<file path="src/design/pwsfr_pkg.sv">
// ----------------------------------------------------------------------------
// pwsfr_pkg
// Shared types and constants for the pulse width sensor frame receiver.
// ----------------------------------------------------------------------------
package pwsfr_pkg;

  // Configuration register map
  localparam int unsigned CFG_IDX_W = 8;
  localparam logic [CFG_IDX_W-1:0] REG_ONE_MIN  = 8'd0;
  localparam logic [CFG_IDX_W-1:0] REG_ONE_MAX  = 8'd1;
  localparam logic [CFG_IDX_W-1:0] REG_ZERO_MIN = 8'd2;
  localparam logic [CFG_IDX_W-1:0] REG_ZERO_MAX = 8'd3;

  // Window reset values
  localparam logic [7:0] ONE_MIN_RST  = 8'd17;
  localparam logic [7:0] ONE_MAX_RST  = 8'd25;
  localparam logic [7:0] ZERO_MIN_RST = 8'd55;
  localparam logic [7:0] ZERO_MAX_RST = 8'd70;

  // Pulse classification codes
  localparam logic [1:0] KIND_ONE     = 2'd0;
  localparam logic [1:0] KIND_ZERO    = 2'd1;
  localparam logic [1:0] KIND_INVALID = 2'd2;

  // Frame layout
  localparam int unsigned FRAME_LEN = 5;
  localparam logic [2:0]  FRAME_LAST_IDX = 3'd4;
  localparam logic [2:0]  CRC_BYTES = 3'd4;
  localparam logic [7:0]  CRC_POLY = 8'h31;
  localparam logic [2:0]  HIST_PRESET = 3'b111;
  localparam logic [2:0]  PREAMBLE = 3'b110;

  // Receiver phase
  typedef enum logic [1:0] {
    PH_IDLE    = 2'd0,
    PH_HUNT    = 2'd1,
    PH_COLLECT = 2'd2
  } phase_t;

  // Classification windows
  typedef struct packed {
    logic [7:0] one_min;
    logic [7:0] one_max;
    logic [7:0] zero_min;
    logic [7:0] zero_max;
  } win_cfg_t;

  // One result word
  typedef struct packed {
    logic [1:0]         pulse_kind;
    logic               frame_done;
    logic               crc_ok;
    logic [11:0]        sensor_id;
    logic signed [11:0] temperature;
    logic [7:0]         humidity;
    logic [7:0]         crc_calc;
    logic [7:0]         crc_recv;
  } result_t;

endpackage

</file>
<file path="src/design/pwsfr_decoder.sv">
// ----------------------------------------------------------------------------
// pwsfr_decoder
// Pulse classifier, preamble hunt and frame assembly with a running CRC-8.
// ----------------------------------------------------------------------------
module pwsfr_decoder (
  input  logic               clk,
  input  logic               rst_n,
  input  logic               step,
  input  pwsfr_pkg::win_cfg_t win,
  input  logic [7:0]         pulse_width,
  output pwsfr_pkg::result_t res
);
  import pwsfr_pkg::*;

  phase_t     phase_r, phase_nxt;
  logic [2:0] hist_r, hist_nxt;
  logic [2:0] byte_idx_r, byte_idx_nxt;
  logic [2:0] bit_idx_r, bit_idx_nxt;
  logic [7:0] crc_r, crc_nxt;
  logic [7:0] frame_r [FRAME_LEN];
  logic [7:0] frame_nxt [FRAME_LEN];

  logic       is_one, is_zero, sample;
  logic [2:0] hist_base, hist_shift;
  logic [10:0] mag;

  // One bit of CRC-8, MSB first
  function automatic logic [7:0] crc_bit(input logic [7:0] crc, input logic din);
    logic mix;
    mix = crc[7] ^ din;
    return {crc[6:0], 1'b0} ^ (mix ? CRC_POLY : 8'h00);
  endfunction

  // Inclusive windows; the one window wins where they overlap
  assign is_one  = (pulse_width >= win.one_min) && (pulse_width <= win.one_max);
  assign is_zero = (pulse_width >= win.zero_min) && (pulse_width <= win.zero_max);
  assign sample  = is_one;

  // From idle the history is preset before the shift
  assign hist_base  = (phase_r == PH_HUNT) ? hist_r : HIST_PRESET;
  assign hist_shift = {hist_base[1:0], sample};

  // Next state and result
  always_comb begin
    phase_nxt    = phase_r;
    hist_nxt     = hist_r;
    byte_idx_nxt = byte_idx_r;
    bit_idx_nxt  = bit_idx_r;
    crc_nxt      = crc_r;
    for (int i = 0; i < FRAME_LEN; i++) begin
      frame_nxt[i] = frame_r[i];
    end
    res = '0;
    mag = '0;

    if (!(is_one || is_zero)) begin
      res.pulse_kind = KIND_INVALID;
      phase_nxt      = PH_IDLE;
    end else begin
      res.pulse_kind = is_one ? KIND_ONE : KIND_ZERO;
      case (phase_r)
        PH_COLLECT: begin
          if (byte_idx_r <= FRAME_LAST_IDX) begin
            frame_nxt[byte_idx_r] = {frame_r[byte_idx_r][6:0], sample};
          end
          if (byte_idx_r < CRC_BYTES) begin
            crc_nxt = crc_bit(crc_r, sample);
          end
          bit_idx_nxt = bit_idx_r + 3'd1;
          if (bit_idx_nxt == 3'd0) begin
            byte_idx_nxt = byte_idx_r + 3'd1;
          end
          if (byte_idx_nxt > FRAME_LAST_IDX) begin
            phase_nxt       = PH_IDLE;
            mag             = {frame_nxt[1][2:0], frame_nxt[2]};
            res.frame_done  = 1'b1;
            res.crc_calc    = crc_nxt;
            res.crc_recv    = frame_nxt[4];
            res.crc_ok      = (crc_nxt == frame_nxt[4]);
            res.sensor_id   = {frame_nxt[0], frame_nxt[1][7:4]};
            res.temperature = frame_nxt[1][3] ? -$signed({1'b0, mag})
                                              : $signed({1'b0, mag});
            res.humidity    = frame_nxt[3];
          end
        end
        default: begin
          // Idle or hunting: shift history, look for the preamble
          hist_nxt  = hist_shift;
          phase_nxt = PH_HUNT;
          if (hist_shift == PREAMBLE) begin
            byte_idx_nxt = 3'd0;
            bit_idx_nxt  = 3'd1;
            crc_nxt      = 8'h00;
            for (int i = 0; i < FRAME_LEN; i++) begin
              frame_nxt[i] = 8'h00;
            end
            phase_nxt = PH_COLLECT;
          end
        end
      endcase
    end
  end

  // State registers
  always_ff @(posedge clk) begin
    if (!rst_n) begin
      phase_r    <= PH_IDLE;
      hist_r     <= HIST_PRESET;
      byte_idx_r <= 3'd0;
      bit_idx_r  <= 3'd0;
      crc_r      <= 8'h00;
      for (int i = 0; i < FRAME_LEN; i++) begin
        frame_r[i] <= 8'h00;
      end
    end else if (step) begin
      phase_r    <= phase_nxt;
      hist_r     <= hist_nxt;
      byte_idx_r <= byte_idx_nxt;
      bit_idx_r  <= bit_idx_nxt;
      crc_r      <= crc_nxt;
      for (int i = 0; i < FRAME_LEN; i++) begin
        frame_r[i] <= frame_nxt[i];
      end
    end
  end

`ifndef SYNTHESIS
  // Collecting always has a byte slot to fill
  a_idx_range: assert property (@(posedge clk) disable iff (!rst_n)
    phase_r == PH_COLLECT |-> byte_idx_r <= FRAME_LAST_IDX)
    else $error("byte index past frame while collecting");
  // A finished frame drops back to idle
  a_done_idle: assert property (@(posedge clk) disable iff (!rst_n)
    step && res.frame_done |=> phase_r == PH_IDLE)
    else $error("receiver not idle after frame");
  // An invalid pulse always resets the receiver
  a_invalid_idle: assert property (@(posedge clk) disable iff (!rst_n)
    step && res.pulse_kind == KIND_INVALID |=> phase_r == PH_IDLE)
    else $error("invalid pulse did not reset receiver");
`endif

endmodule

</file>
<file path="src/design/pulse_width_sensor_frame_receiver_top.sv">
// ----------------------------------------------------------------------------
// pulse_width_sensor_frame_receiver_top
// Decodes pulse widths into sensor frames with CRC check.
// ----------------------------------------------------------------------------
// Path: the input register, then the result register, with the decode step
//   between them.
// Throughput: one pulse word per cycle while out_stall is low; set by the single decode step.
// Reset: synchronous active-low rst_n clears both pipeline stages, the
//   receiver state and loads the window registers with their defaults.
module pulse_width_sensor_frame_receiver_top (
  input  logic                               clk,
  input  logic                               rst_n,
  input  logic                               cfg_valid,
  output logic                               cfg_ready,
  input  logic [pwsfr_pkg::CFG_IDX_W-1:0]    cfg_index,
  input  logic [7:0]                         cfg_data,
  input  logic                               in_valid,
  output logic                               in_stall,
  input  logic [7:0]                         in_pulse_width,
  output logic                               out_valid,
  input  logic                               out_stall,
  output logic [1:0]                         out_pulse_kind,
  output logic                               out_frame_done,
  output logic                               out_crc_ok,
  output logic [11:0]                        out_sensor_id,
  output logic signed [11:0]                 out_temperature,
  output logic [7:0]                         out_humidity,
  output logic [7:0]                         out_crc_calc,
  output logic [7:0]                         out_crc_recv
);
  import pwsfr_pkg::*;

  win_cfg_t   win_r;
  logic       s1_valid_r;
  logic [7:0] s1_width_r;
  logic       out_valid_r;
  result_t    out_r;
  result_t    res;
  logic       advance;

  assign cfg_ready = 1'b1;

  // Window registers
  always_ff @(posedge clk) begin
    if (!rst_n) begin
      win_r.one_min  <= ONE_MIN_RST;
      win_r.one_max  <= ONE_MAX_RST;
      win_r.zero_min <= ZERO_MIN_RST;
      win_r.zero_max <= ZERO_MAX_RST;
    end else if (cfg_valid) begin
      case (cfg_index)
        REG_ONE_MIN:  win_r.one_min  <= cfg_data;
        REG_ONE_MAX:  win_r.one_max  <= cfg_data;
        REG_ZERO_MIN: win_r.zero_min <= cfg_data;
        REG_ZERO_MAX: win_r.zero_max <= cfg_data;
        default: ;
      endcase
    end
  end

  // Stage 1 word moves on when the result register is free or draining
  assign advance  = s1_valid_r && (!out_valid_r || !out_stall);
  assign in_stall = s1_valid_r && out_valid_r && out_stall;

  // Input register
  always_ff @(posedge clk) begin
    if (!rst_n) begin
      s1_valid_r <= 1'b0;
    end else if (!in_stall) begin
      s1_valid_r <= in_valid;
    end
  end

  always_ff @(posedge clk) begin
    if (!in_stall && in_valid) begin
      s1_width_r <= in_pulse_width;
    end
  end

  pwsfr_decoder u_decoder (
    .clk         (clk),
    .rst_n       (rst_n),
    .step        (advance),
    .win         (win_r),
    .pulse_width (s1_width_r),
    .res         (res)
  );

  // Result register
  always_ff @(posedge clk) begin
    if (!rst_n) begin
      out_valid_r <= 1'b0;
    end else if (!out_valid_r || !out_stall) begin
      out_valid_r <= s1_valid_r;
    end
  end

  always_ff @(posedge clk) begin
    if (advance) begin
      out_r <= res;
    end
  end

  assign out_valid       = out_valid_r;
  assign out_pulse_kind  = out_r.pulse_kind;
  assign out_frame_done  = out_r.frame_done;
  assign out_crc_ok      = out_r.crc_ok;
  assign out_sensor_id   = out_r.sensor_id;
  assign out_temperature = out_r.temperature;
  assign out_humidity    = out_r.humidity;
  assign out_crc_calc    = out_r.crc_calc;
  assign out_crc_recv    = out_r.crc_recv;

`ifndef SYNTHESIS
  // A completed frame comes only from a valid bit
  a_done_kind: assert property (@(posedge clk) disable iff (!rst_n)
    out_valid && out_frame_done |-> out_pulse_kind != KIND_INVALID)
    else $error("frame completed on invalid pulse");
  // Without a frame the frame fields are cleared
  a_no_frame_zero: assert property (@(posedge clk) disable iff (!rst_n)
    out_valid && !out_frame_done |-> !out_crc_ok && out_sensor_id == 12'd0 &&
      out_temperature == 12'sd0 && out_humidity == 8'd0 &&
      out_crc_calc == 8'd0 && out_crc_recv == 8'd0)
    else $error("frame fields set without frame");
  // The stall only rises with both stages full and the output held
  a_stall_cause: assert property (@(posedge clk) disable iff (!rst_n)
    in_stall |-> s1_valid_r && out_valid_r && out_stall)
    else $error("input stalled without a full pipeline");
`endif

endmodule
</file>
<file path="config.mk">
export PLATFORM = sky130hd
export DESIGN_NAME = pulse_width_sensor_frame_receiver_top
export DESIGN_NICKNAME = d
export VERILOG_FILES = /design/src/design/pwsfr_pkg.sv /design/src/design/pwsfr_decoder.sv /design/src/design/pulse_width_sensor_frame_receiver_top.sv
export SDC_FILE = /design/constraint.sdc
export NUM_CORES = 1
export LEC_CHECK = 0
export ABC_AREA = 1
export BUFFER_PORTS_ARGS = -buffer_cell sky130_fd_sc_hd__buf_2
export CORE_MARGIN = 2
export CORE_UTILIZATION = 30
export DETAILED_ROUTE_END_ITERATION = 10
export PLACE_DENSITY = 0.44
export SLEW_MARGIN = 20
export SYNTH_ARGS = -nofsm -noshare
export SYNTH_HDL_FRONTEND = slang
export SYNTH_HIERARCHICAL = 1
export SYNTH_SLANG_ARGS = --single-unit
export TNS_END_PERCENT = 50
</file>
<file path="constraint.sdc">
create_clock -name clk -period 6.9 [get_ports clk]
set_clock_uncertainty 0.15 [all_clocks]
set_input_delay 0.345 -clock clk [delete_from_list [all_inputs] [get_ports clk]]
set_output_delay 0.345 -clock clk [all_outputs]
set_load 0.05 [all_outputs]
</file>
==> impl_metrics.ini <==
[run_status]
status = finished, final reports clean

[synthesis]
yosysWarnings = 6
synth_edf_count = 100
synth_seq_cells = 155
synth_cell_types = 41
synthFlopType = edfxtp_1
syn_area_um2 = 7890
syn_inst = 928
async_flop_share_pct = 0
netlist.area_leader.share_pct = 38.1
synth_seq_area_share_pct = 52.0
synth_nets = 994
synth.area.top_cells = edfxtp_1, dfxtp_1, nand2_1
syn_area_per_cell_um2 = 8.50
yosysTopAreaCell = edfxtp_1

[sta]
tns_ps = 0
fmax_mhz = 298
maxSlewViolCount = 0
worstMarginPinSlew_ps = 867
finalHoldViolCount = 0
rsz0062_at_grt = no
setup_slack_ps = 3550
min_period_ps = 3350
finalCritPeriodShare_pct = 48.6
setup_viol = 0
slew_headroom_pct = 41.8

[clocking]
cts_buffer_depth = 2
cts_sinks = 155
cts_max_level = 4
root_buffer = clkbuf_16
post_cts_resized = 0
cts_setup_buffers = 0
numCtsBuffers = 17
tritoncts = yes
clk_pin_slew_worst_paths_ps = 70
clk_latency_ps = 430

[floorplan]
coreArea_um2 = 25900
dieArea_um2 = 27600
dieWidth_um = 166
die_h_um = 166
start_util_pct = 30.5
std_cell_rows = 59
io_pins = 84

[global_route]
grt_pass1_wl_um = 33000
grt_max_degree = 45
grt_overflow = 0
antenna_found_initial = 0
grt_pass1_vias = 6069
grt_use_total_pct = 14.9

[setup_path]
crit_path_cell_trace = ha_1 -> a21oi_1 -> o21a_1 -> nand2_1 -> nand2_1 -> nand2_1 -> inv_1 -> nor2_1 -> nor2_2 -> inv_1 -> buf_4
start_kind = flip-flop
cpMostUsedCell = nand2_1
worstPathArrival_ps = 3310
critical_path_depth = 11
path_max_fanout = 40
end_kind = flip-flop
worst-path-buf-inv = 3
critical-path-top-delay-family = simple AND/OR/NAND/NOR gates
cp_data_required_time_ps = 6850
cp_slowest_cell = nor2_2
cpPeakStageDelay_ps = 480
path_class = flip-flop to flip-flop
ff2ff_path_depth = 11

[detailed_routing]
num_vias = 6284
totalWireLength_um = 20100
drc = 0
dr.pass1.iters = 5
ant_nets = 0
wl_per_cell_um = 14.8
drt-initial-drc-count = 441
viasPerCell = 4.63

[final_layout]
finalNetCount = 1076
syn_to_final_growth_pct = 17.8
drive_gt1_share_pct = 15.0
nFillCells = 2722
layoutNonFillerInstCount = 1358
diodes = 0
mostFrequentLayoutCells = nand2_1, nor2_1, edfxtp_1, inv_1, nand3_1
final_common_cell = nand2_1
stdcell_area_um2 = 9290

[power]
ir_drop_mv = 0.129
power.density_nw_per_um2 = 237
p_leak_nw = 4.01

[placement]
hpwl_um = 14100
dp_cells = 1318
gp_congestion = 0.797
pre_cts_slack_ps = 3500
postPlaceCellArea_um2 = 8570
port-buffer-count = 82

[run]
drv_cap = 0

[min_path]
min_path_cells = 3
hp-class = input pin to flip-flop
worst reg2reg max path: stages (launching register included):
cell and delay [ps]:
edfxtp_1 460, ha_1 320, a21oi_1 230, o21a_1 140
nand2_1 80, nand2_1 320, nand2_1 200, inv_1 150
nor2_1 80, nor2_2 480, inv_1 90, buf_4 330
timing repair:
action | CTS | global route
endpoints found under the hold margin | 8 | 0
setup endpoints to repair | 0 | 0
hold buffers | 8 | 0
synthesized netlist by cell type, drive strengths merged (5+ instances only):
master and instances:
nor3 10, edfxtp 100, nand2 221, a21oi 51, inv 100, nand3 89
clkbuf 15, dfxtp 55, buf 19, ha 37, nor2 135, nand4 7
or2 5, o21ai 66
sequential cells by signal, summed over array words and instances (netlist names), 3 cells and up, named ones only:
signal,cells
out_crc_calc,8
out_crc_recv,8
out_humidity,8
out_sensor_id,12
out_temperature,12
s1_width_r,8
u_decoder/bit_idx_r,3
u_decoder/byte_idx_r,3
u_decoder/crc_r,8
u_decoder/frame_r,40
win_r,32
where the power goes:
group | internal (W) | switching [W]
clock | 0.000556 | 0.000439
sequential | 0.00101 | 0.0000137
combinational | 0.0000492 | 0.000131
total | 0.00162 | 0.000584
layer usage:
| layer | wire length, um | track usage [%] |
|---|---|---|
| met1 | 10600 | 22.5 |
| met2 | 8460 | 21.8 |
| met3 | 849 | 2.86 |
| met4 | 222 | 3.82 |
| met5 | 0 | 0 |
logic make-up after synthesis:
logic type	Yosys count	share of synthesized area, %
compound gates	124	8.53
xor+xnor	5	0.555
fa+ha+maj	37	5.87
buf+inv	136	7.55
flops	155	52.0
other cells	1	0.0475
simple gates	470	25.4
worst paths after layout:
check,from,slack (ps),end
setup / recovery,s1_width_r[5],3550,u_decoder/frame_r[2][6]
hold / removal,cfg_data[5],40,win_r[13]
setup reg to reg,s1_width_r[5],3550,u_decoder/frame_r[2][6]
hold reg to reg,u_decoder/bit_idx_r[2],300,u_decoder/bit_idx_r[2]
final cells by class:
type	instances	area (um^2)	share of cell area, %
inverters	102	385	4.15
repair buffers	97	543	5.84
clock inverters	15	208	2.23
multi-input cells	637	3210	34.5
flip-flops and latches	155	4100	44.2
well taps	335	419	4.51
clock buffers	17	425	4.58
through the flow:
stage	utilization [%]	hold slack (ps)	total power (W)
floorplan	-	273	0.00117
CTS	35.8	24.6	0.00223
detailed placement	33.1	293	0.00122
finish	35.9	38.6	0.00220
global placement	33.1	293	0.00122
global route	35.9	50.7	0.00229
(Power assumes the default switching activity.)
